File: src/rtl/minv_pkg.sv
// Package for the modular inverse block: widths, data types and the
// request/response structs between the sequencer and the shared divider.
// No dependencies.
`default_nettype none

package minv_pkg;

	localparam int DATA_BITS = 63;
	localparam int COEF_BITS = DATA_BITS + 1;
	localparam int CNT_BITS  = $clog2(DATA_BITS + 1);

	typedef logic [DATA_BITS-1:0] data_t;
	typedef logic [COEF_BITS-1:0] coef_t;
	typedef logic [CNT_BITS-1:0]  cnt_t;

	typedef struct packed {
		data_t value_in;
		data_t modulus;
	} minv_in_t;

	typedef struct packed {
		data_t inverse;
		data_t gcd;
	} minv_out_t;

	// Start one division pass: dividend / divisor, and multiplicand * quotient.
	typedef struct packed {
		logic  start;
		data_t dividend;
		data_t divisor;
		coef_t mult;
	} div_req_t;

	typedef struct packed {
		logic  done;
		data_t rem;
		coef_t prod;
	} div_rsp_t;

endpackage

`default_nettype wire

File: src/rtl/minv_if.sv
// Valid/ready channel interfaces for the modular inverse block.
// Depends on minv_pkg for the payload types.
`default_nettype none

interface minv_in_if import minv_pkg::*; ();
	logic     valid;
	logic     ready;
	minv_in_t data;

	modport source (output valid, output data, input ready);
	modport sink (input valid, input data, output ready);
endinterface

interface minv_out_if import minv_pkg::*; ();
	logic      valid;
	logic      ready;
	minv_out_t data;

	modport source (output valid, output data, input ready);
	modport sink (input valid, input data, output ready);
endinterface

`default_nettype wire

File: src/rtl/minv_div.sv
// Shared restoring divider, one quotient bit a cycle, with a shift-add
// multiply of the quotient by a coefficient. Depends on minv_pkg.
`default_nettype none

module minv_div import minv_pkg::*; (
	input  wire logic     clk,
	input  wire logic     arst_n,
	input  wire div_req_t req,
	output div_rsp_t      rsp
);

	logic  busy_q;
	logic  done_q;
	cnt_t  cnt_q;
	data_t dvd_q;
	data_t dsr_q;
	data_t rem_q;
	coef_t mul_q;
	coef_t prod_q;

	logic [DATA_BITS:0] trial;
	logic [DATA_BITS:0] diff;
	logic               ge;

	assign trial = {rem_q, dvd_q[DATA_BITS-1]};
	assign diff  = trial - {1'b0, dsr_q};
	assign ge    = trial >= {1'b0, dsr_q};

	always_ff @(posedge clk or negedge arst_n) begin
		if (!arst_n) begin
			busy_q <= 1'b0;
			done_q <= 1'b0;
			cnt_q  <= '0;
		end else begin
			done_q <= 1'b0;
			if (req.start) begin
				busy_q <= 1'b1;
				cnt_q  <= CNT_BITS'(DATA_BITS);
			end else if (busy_q) begin
				cnt_q <= cnt_q - 1'b1;
				if (cnt_q == cnt_t'(1)) begin
					busy_q <= 1'b0;
					done_q <= 1'b1;
				end
			end
		end
	end

	always_ff @(posedge clk) begin
		if (req.start) begin
			dvd_q  <= req.dividend;
			dsr_q  <= req.divisor;
			mul_q  <= req.mult;
			rem_q  <= '0;
			prod_q <= '0;
		end else if (busy_q) begin
			// advance one quotient bit, MSB first
			rem_q  <= ge ? diff[DATA_BITS-1:0] : trial[DATA_BITS-1:0];
			dvd_q  <= {dvd_q[DATA_BITS-2:0], 1'b0};
			prod_q <= {prod_q[COEF_BITS-2:0], 1'b0} + (ge ? mul_q : coef_t'(0));
		end
	end

	assign rsp.done = done_q;
	assign rsp.rem  = rem_q;
	assign rsp.prod = prod_q;

endmodule

`default_nettype wire

File: src/rtl/modular_inverse_top.sv
// Top level of the modular inverse block: extended Euclid sequencer around
// the shared divider. Depends on minv_pkg, minv_if and minv_div.
//
// channel   | role | payload
// ----------+------+------------------------------------------
// operands  | sink | value_in, modulus (DATA_BITS each)
// results   | src  | inverse, gcd (DATA_BITS each)
//
// Flow: each Euclid step starts the shared divider, which produces DATA_BITS
// quotient bits, then updates the coefficients; the final reduction of the
// coefficient takes one more divider pass. There are up to about 92 Euclid
// steps at 63 bits.
// A zero modulus skips the divider and answers in the cycle after the transfer.
// Reset clears the sequencer state and the divider control only; no clearing pass.
// operands.ready is high only when idle; a stalled result holds in place.
`default_nettype none

module modular_inverse_top import minv_pkg::*; (
	input  wire logic clk,
	input  wire logic arst_n,
	minv_in_if.sink   operands,
	minv_out_if.source results
);

	typedef enum logic [2:0] {
		ST_IDLE,
		ST_STEP,
		ST_DIVW,
		ST_RED,
		ST_REDW,
		ST_OUT
	} state_t;

	state_t state_q;

	// Euclid remainders, Bezout coefficients (two's complement), saved modulus
	data_t r0_q;
	data_t r1_q;
	coef_t s0_q;
	coef_t s1_q;
	data_t m_q;
	data_t inv_q;
	data_t gcd_q;

	div_req_t div_req;
	div_rsp_t div_rsp;

	coef_t s0_mag;
	logic  s0_neg;

	assign s0_neg = s0_q[COEF_BITS-1];
	assign s0_mag = s0_neg ? (~s0_q + coef_t'(1)) : s0_q;

	// Drive the divider: a Euclid step divides r0 by r1 and multiplies the
	// quotient by s1; the reduction divides |s0| by the modulus.
	always_comb begin
		div_req.start    = (state_q == ST_STEP && r1_q != '0) || (state_q == ST_RED);
		div_req.dividend = r0_q;
		div_req.divisor  = r1_q;
		div_req.mult     = s1_q;
		if (state_q == ST_RED) begin
			div_req.dividend = s0_mag[DATA_BITS-1:0];
			div_req.divisor  = m_q;
			div_req.mult     = '0;
		end
	end

	minv_div u_div (
		.clk    (clk),
		.arst_n (arst_n),
		.req    (div_req),
		.rsp    (div_rsp)
	);

	always_ff @(posedge clk or negedge arst_n) begin
		if (!arst_n) begin
			state_q <= ST_IDLE;
		end else begin
			unique case (state_q)
				ST_IDLE: begin
					if (operands.valid) begin
						// zero modulus: answer at once with the value as gcd
						state_q <= (operands.data.modulus == '0) ? ST_OUT : ST_STEP;
					end
				end
				ST_STEP: begin
					// remainder exhausted: go reduce the coefficient
					state_q <= (r1_q == '0) ? ST_RED : ST_DIVW;
				end
				ST_DIVW: begin
					if (div_rsp.done) begin
						state_q <= ST_STEP;
					end
				end
				ST_RED: begin
					state_q <= ST_REDW;
				end
				ST_REDW: begin
					if (div_rsp.done) begin
						state_q <= ST_OUT;
					end
				end
				ST_OUT: begin
					if (results.ready) begin
						state_q <= ST_IDLE;
					end
				end
				default: begin
					state_q <= ST_IDLE;
				end
			endcase
		end
	end

	always_ff @(posedge clk) begin
		case (state_q)
			ST_IDLE: begin
				if (operands.valid) begin
					r0_q  <= operands.data.value_in;
					r1_q  <= operands.data.modulus;
					m_q   <= operands.data.modulus;
					s0_q  <= coef_t'(1);
					s1_q  <= '0;
					inv_q <= '0;
					gcd_q <= operands.data.value_in;
				end
			end
			ST_DIVW: begin
				if (div_rsp.done) begin
					// shift the pair down one step
					r0_q <= r1_q;
					r1_q <= div_rsp.rem;
					s0_q <= s1_q;
					s1_q <= s0_q - div_rsp.prod;
				end
			end
			ST_REDW: begin
				if (div_rsp.done) begin
					// fold a negative coefficient back into 0..modulus-1
					if (s0_neg && div_rsp.rem != '0) begin
						inv_q <= m_q - div_rsp.rem;
					end else begin
						inv_q <= div_rsp.rem;
					end
					gcd_q <= r0_q;
				end
			end
			default: begin
			end
		endcase
	end

	assign operands.ready       = (state_q == ST_IDLE);
	assign results.valid        = (state_q == ST_OUT);
	assign results.data.inverse = inv_q;
	assign results.data.gcd     = gcd_q;

`ifndef NO_ASSERTIONS
	a_no_overlap: assert property (@(posedge clk) disable iff (!arst_n)
		!(operands.ready && results.valid))
		else $error("input ready while a result is pending");

	a_done_waiting: assert property (@(posedge clk) disable iff (!arst_n)
		div_rsp.done |-> (state_q == ST_DIVW || state_q == ST_REDW))
		else $error("divider finished outside a wait state");

	a_divisor_nonzero: assert property (@(posedge clk) disable iff (!arst_n)
		div_req.start |-> div_req.divisor != '0)
		else $error("divider started with a zero divisor");

	a_result_holds: assert property (@(posedge clk) disable iff (!arst_n)
		(results.valid && !results.ready) |=> (results.valid && $stable(results.data)))
		else $error("stalled result changed");
`endif

endmodule

`default_nettype wire

File: src/flat_wrapper.sv
// flat-port wrapper written by rule: the top's interface ports become plain ports
module modular_inverse_top_flat import minv_pkg::*;
  (clk, arst_n, operands_valid, operands_data, operands_ready, results_valid, results_data, results_ready);
  minv_in_if operands_i ();
  minv_out_if results_i ();
  input  wire logic clk;
  input  wire logic arst_n;
  input wire logic [$bits(operands_i.valid)-1:0] operands_valid;
  input wire logic [$bits(operands_i.data)-1:0] operands_data;
  output wire logic [$bits(operands_i.ready)-1:0] operands_ready;
  output wire logic [$bits(results_i.valid)-1:0] results_valid;
  output wire logic [$bits(results_i.data)-1:0] results_data;
  input wire logic [$bits(results_i.ready)-1:0] results_ready;
  assign operands_i.valid = operands_valid;
  assign operands_i.data = operands_data;
  assign operands_ready = operands_i.ready;
  assign results_valid = results_i.valid;
  assign results_data = results_i.data;
  assign results_i.ready = results_ready;
  modular_inverse_top u_core (.clk(clk), .arst_n(arst_n), .operands(operands_i), .results(results_i));
endmodule
File: config.mk
export PLATFORM = sky130hd
export DESIGN_NAME = modular_inverse_top_flat
export DESIGN_NICKNAME = d
export VERILOG_FILES = /design/src/rtl/minv_pkg.sv /design/src/rtl/minv_if.sv /design/src/rtl/minv_div.sv /design/src/rtl/modular_inverse_top.sv /design/src/flat_wrapper.sv
export SDC_FILE = /design/constraint.sdc
export NUM_CORES = 2
export LEC_CHECK = 0
export BUFFER_PORTS_ARGS = -buffer_cell sky130_fd_sc_hd__buf_2
export CAP_MARGIN = 20
export CORE_MARGIN = 2
export CORE_UTILIZATION = 41
export DETAILED_ROUTE_END_ITERATION = 16
export MAX_ROUTING_LAYER = met4
export RECOVER_POWER = 50
export SLEW_MARGIN = 30
export SYNTH_ARGS = -nofsm -noshare
export SYNTH_HDL_FRONTEND = slang
export SYNTH_SLANG_ARGS = --single-unit
File: constraint.sdc
create_clock -name clk -period 11.5 [get_ports clk]
set_input_delay 1.725 -clock clk [delete_from_list [all_inputs] [get_ports clk]]
set_output_delay 1.725 -clock clk [all_outputs]
set_load 0.03 [all_outputs]
# Yosys cells after proc, flatten, opt, wreduce, memory -nomap -nowiden
# Cells that the tools add are included.
# totals
wordCells	88
output_inout_bits	128
register_bits	771
# op_classes
n_addsub	6
mux	39
order_cmp	1
n_bitwise	1
reduce_logical	15
n_eq_ne	10
# ops
op	n
two-way mux 63 bit	12
one-hot mux 63 bit (2 select lines)	4
two-way mux 64 bit	5
one-hot mux 64 bit (2 select lines)	2
two-way mux 190 bit	1
logical NOT 63 bit	2
nonzero test 63 bit	2
subtractor 63 bit	2
adder 64 bit	1
greater-or-equal comparator 64 x 63 -> 1 bit	1
subtractor 64 bit	1
adder 63 x 1 -> 63 bit (second input constant)	1
NOT 63 bit	1
one-hot mux 3 bit (6 select lines)	1
two-way mux 3 bit	5
two-way mux 6 bit	2
two-way mux 1 bit	7
equality test 3 x 2 -> 1 bit (second input constant)	2
equality test 3 bit (second input constant)	2
equality test 6 x 1 -> 1 bit (second input constant)	1
!= test 2 bit (second input constant)	3
AND reduction 3 bit	2
nonzero test 2 bit	3
subtractor 6 x 1 -> 6 bit (second input constant)	1
7 further kinds	8

# Logic depth before layout (Yosys ltp)
# logic_depth
depth_word	5
depth_mapped	26
mapped_depth_nobuf	23

# Cells and area by module
# Synthesis repeated with hierarchy kept, for this count alone.
# hier_totals
hier_cells	5210
area_unflattened_um2	48724.2
# modules_own_cells
mod	area_per_inst_um2	cells_per_inst	instances
modular_inverse_top	28760.1	3156	1
minv_div	19964.1	2054	1

# Worst setup path before layout
# Ideal clock, no wire load.
# synth_path
path_kind	input to register
from	input operands_valid
to	register u_core.r0_q[0] (enable)
arrival_time_ps	8414
t_required_ps	10886
setup_slack_ps	2472
setup_ps	614
stages	2
cell_sequence	and2_1 a21o_1
# synth_between
elab_chain_len	2
# synth_lines
item	line	text
start, declared	flat_wrapper.sv:8	input wire logic [$bits(operands_i.valid)-1:0] operands_valid;
!= test 2 bit (no line)	--	
AND reduction 3 bit (no line)	--	
end signal, assigned	modular_inverse_top.sv:119	r0_q <= operands.data.value_in;
end signal, assigned	modular_inverse_top.sv:131	r0_q <= r1_q;
end, declared	modular_inverse_top.sv:37	data_t r0_q;
# Every way passes these cells.
# A chain may end at the register's enable or synchronous reset.

==> reports/qor.yml <==
power:
  p_sw_uw: 7880
  power_uw: 17000
  pwr-share-clk_pct: 16.8
  p_leak_uw: 0.0214
  power_density_mw_per_mm2: 322
  p_seq_share_pct: 27.8
  intPower_uw: 9160
  comb_power_share_pct: 55.4
  switching_share_pct: 46.3
  ir_drop_mv: 0.202
routing:
  drtIter0Drc: 4222
  wl_per_cell_microns: 23.6
  via_count: 40800
  firstDrtPassIters: 6
  routed_wl_microns: 165000
  drc: 0
  routed_via_density: 5.82
  final_antenna_net_count: 0
die:
  die-area_sq_mm: 0.119
  start_util_pct: 41.3
  die_h_microns: 346
  io_pins: 258
  rows: 125
  die_x_microns: 346
  coreArea_sq_mm: 0.116
hold_path:
  hold_class: "register to register"
  holdPathStages: 2
  hold_start: "u_core.u_div.prod_q[60]$_SDFFE_PN0P_"
  min_to: "u_core.u_div.prod_q[60]$_SDFFE_PN0P_"
sta:
  max_clock_freq_ghz: 0.114
  finalSetupViolations: 0
  maxSlewViolCount: 721
  finalClockSkew_ns: 0.0224
  finalHoldViolations: 0
  slew_headroom_pct: -159
  grt_setup_unrepaired: "no"
  worst_pin_slew_ns: 3.89
  min_period_over_period_pct: 76.3
  layout_min_cycle_time_ns: 8.77
  fin_setup_tns_ns: 0
clock_tree:
  cts_inserted_buffers: 90
  cts_hold_buf: 0
  insertion_delay_ns: 0.68
  h-tree-depth: 3
  postCtsSetupBuffers: 0
  path_clk_slew_ns: 0.06
  cts_tree: "done"
  post_cts_resized: 0
  cts_num_sinks: 771
  clock_tree.buffer_depth: 3
  root_buffer: "clkbuf_16"
finish:
  drive_above_1_share_pct: 5.05
  post-route-util_pct: 45.7
  fin_nets: 5790
  syn_to_final_growth_pct: 10.9
  nFillCells: 11300
critical_path:
  ff2ff_path_depth: 6
  critPathBufInv: 2
  regToRegSetupSlack_ns: 2.73
  endpoint_kind: "register"
  slowest_stage: "nand2_1"
  r2r_start: "u_core.state_q[1]$_DFFE_PN0P_"
  crit_type: "register to register"
  critPathMaxFanout: 67
  critPathArrivalTime_ns: 9.18
  critical_path.cell_chain: "nor2b_1 -> clkbuf_1 -> nand2_1 -> clkbuf_1 -> nand2_1 -> nand2_1"
  crit_top_cell: "nand2_1"
  crit_required_ns: 11.90
  rr_endpoint: "u_core.u_div.dsr_q[23]$_DFFE_PN_"
  crit_path_max_incr_delay_ns: 2.57
  cp_top_family: "buffers and inverters"
  startpoint_type: "register"
  cp-startpoint: "u_core.state_q[1]$_DFFE_PN0P_"
grt:
  grt_max_degree: 163
  grt_util_all_layers_pct: 27.6
  grt_pass1_vias: 38000
  gr-max-usage-layer: "met2"
  grt_pass1_wl_microns: 245000
  met1_usage_pct: 38.5
  use_met3_pct: 5.50
  grt_antenna_before_repair: 11
  use_met2_pct: 40.3
  grt_overflow: 0
synth:
  avgSynthCellArea_sq_um: 9.04
  ys_ff_latch: 771
  ys.flop_type: "edfxtp_1"
  ys_seq_area_share_pct: 45.6
  yosysWarnings: 0
  synth_nets: 5679
  netlist_area_sq_mm: 0.0478
  synth-edff-count: 633
  synth_async_sr_flop_share_pct: 1.43
  ys_types: 78
  synthCells: 5292
place:
  place.gp.congestion: 0.999
  dp_hpwl_microns: 122000
  io_buffers: 257
status:
  status: "complete, but fails checks"
  failed_checks: "capacitance limit, slew limit"
job:
  maxCapViolCount: 13
cell type report:
cell class / instances / area [sq um] / area share, %
Inverter: 256 / 970 / 1.83
Clock buffer: 119 / 2470 / 4.67
Multi-Input combinational cell: 3990 / 24100 / 45.4
Tap cell: 1524 / 1910 / 3.60
Antenna cell: 10 / 25.0 / 0.0472
Sequential cell: 771 / 21800 / 41.2
Clock inverter: 40 / 377 / 0.710
Timing Repair Buffer: 294 / 1340 / 2.52
state kept, by name (all words and copies together) (netlist names), 6 cells and up:
| signal | count |
|---|---|
| u_core.u_div.rem_q | 63 |
| u_core.u_div.mul_q | 64 |
| u_core.s1_q | 64 |
| u_core.u_div.dvd_q | 63 |
| u_core.u_div.cnt_q | 6 |
| u_core.u_div.prod_q | 64 |
| u_core.gcd_q | 63 |
| u_core.s0_q | 64 |
| u_core.m_q | 63 |
| u_core.r1_q | 63 |
| u_core.r0_q | 63 |
| u_core.u_div.dsr_q | 63 |
| u_core.inv_q | 63 |
tightest hold or removal path, stage by stage, from the launching register on:
cell and delay [ns]:
dfxtp_1 0.32, inv_1 0.07, o32ai_1 0.07
routing by layer:
metal	wire length [microns]	part of all wire [%]
met1	74300	45
met2	70900	43
met3	14600	8.8
met4	5530	3.3
met5	0	0
how the worst max path moves through the flow:
stage	to	cells past startpoint	slack, ns
after floorplan	u_core.r0_q[0]$_DFFE_PP_	2	2.47
after global placement	u_core.u_div.dvd_q[61]$_DFFE_PP_	11	4.45
after detailed placement	u_core.u_div.prod_q[62]$_SDFFE_PN0P_	21	4.44
after CTS	u_core.u_div.prod_q[62]$_SDFFE_PN0P_	21	4.38
after global routing	u_core.u_div.dvd_q[1]$_DFFE_PP_	5	2.15
final	u_core.u_div.dsr_q[23]$_DFFE_PN_	6	2.73
cells in the mapped netlist (12+ instances only):
master | count | share of area [%]
a211oi_1 | 34 | 0.53
a21o_1 | 128 | 2.0
a21oi_1 | 384 | 4.0
a311oi_1 | 24 | 0.44
a31oi_1 | 46 | 0.60
and2_1 | 147 | 1.9
and3_1 | 90 | 1.2
buf_1 | 26 | 0.20
clkbuf_1 | 246 | 1.9
dfxtp_1 | 127 | 5.3
edfxtp_1 | 633 | 40
ha_1 | 253 | 6.6
inv_1 | 255 | 2.0
mux2i_1 | 113 | 2.4
nand2_1 | 1062 | 8.3
nand2b_1 | 40 | 0.52
nand3_1 | 69 | 0.72
nand4_1 | 78 | 1.0
nor2_1 | 332 | 2.6
nor2b_1 | 37 | 0.48
nor3_1 | 66 | 0.69
nor4_1 | 69 | 0.90
o211ai_1 | 24 | 0.38
o21a_1 | 33 | 0.52
o21ai_0 | 371 | 3.9
o21bai_1 | 45 | 0.71
o22ai_1 | 15 | 0.20
o31ai_1 | 31 | 0.49
o41ai_1 | 12 | 0.22
or3_1 | 24 | 0.31
or4_1 | 18 | 0.28
xnor2_1 | 175 | 3.2
xor2_1 | 101 | 1.8
kinds of logic (layout without fill, tap and decap cells):
logic type                 count (synthesis)  in the layout  share of synthesized area, %
AOI/OAI and AO/OA                       1261           1261                          16.1
other                                      0             10                             0
DFF                                      771            771                          45.6
xor gates and xnor gates                 276            276                          5.06
and+or+nand+nor                         2081           2081                          19.8
adders and majority gates                257            257                          6.79
muxes                                    115            115                          2.41
buffers and inverters                    531            709                          4.18
layout by cell type (no fill, tap or decap), types with 45 or more instances in the layout:
| cell | synthesis | final |
|---|---|---|
| a21o_1 | 128 | 128 |
| a21oi_1 | 384 | 384 |
| a31oi_1 | 46 | 46 |
| and2_1 | 147 | 113 |
| and3_1 | 90 | 90 |
| buf_2 | 3 | 67 |
| clkbuf_1 | 246 | 221 |
| clkbuf_16 | 0 | 93 |
| dfxtp_1 | 127 | 127 |
| edfxtp_1 | 633 | 633 |
| ha_1 | 253 | 253 |
| inv_1 | 255 | 253 |
| mux2i_1 | 113 | 113 |
| nand2_1 | 1062 | 1062 |
| nand3_1 | 69 | 69 |
| nand4_1 | 78 | 78 |
| nor2_1 | 332 | 327 |
| nor3_1 | 66 | 66 |
| nor4_1 | 69 | 63 |
| o21ai_0 | 371 | 370 |
| o21bai_1 | 45 | 45 |
| xnor2_1 | 175 | 175 |
| xor2_1 | 101 | 101 |
power by group through the flow:
stage | clock [uW] | combinational, uW | sequential [uW]
finish | 2860 | 9450 | 4730
global route | 3000 | 10400 | 4800
CTS | 2900 | 9360 | 4700
detailed placement | 0 | 9310 | 4750
global placement | 0 | 9260 | 4740
floorplan | 0 | 6780 | 4680
through the flow:
| step | setup slack (ns) | area (sq um) | hold WS, ns | cells |
|---|---|---|---|---|
| 2_1_floorplan | 2.47 | 47800 | 0.462 | 5292 |
| 3_3_place_gp | 4.45 | 50400 | 0.492 | 6833 |
| 3_5_place_dp | 4.44 | 50500 | 0.501 | 6835 |
| 4_1_cts | 4.38 | 53300 | 0.510 | 6994 |
| 5_1_grt | 2.15 | 53000 | 0.539 | 7004 |
| 6_report | 2.73 | 53000 | 0.506 | 7004 |
No activity file was read; power rests on OpenSTA's default activity.
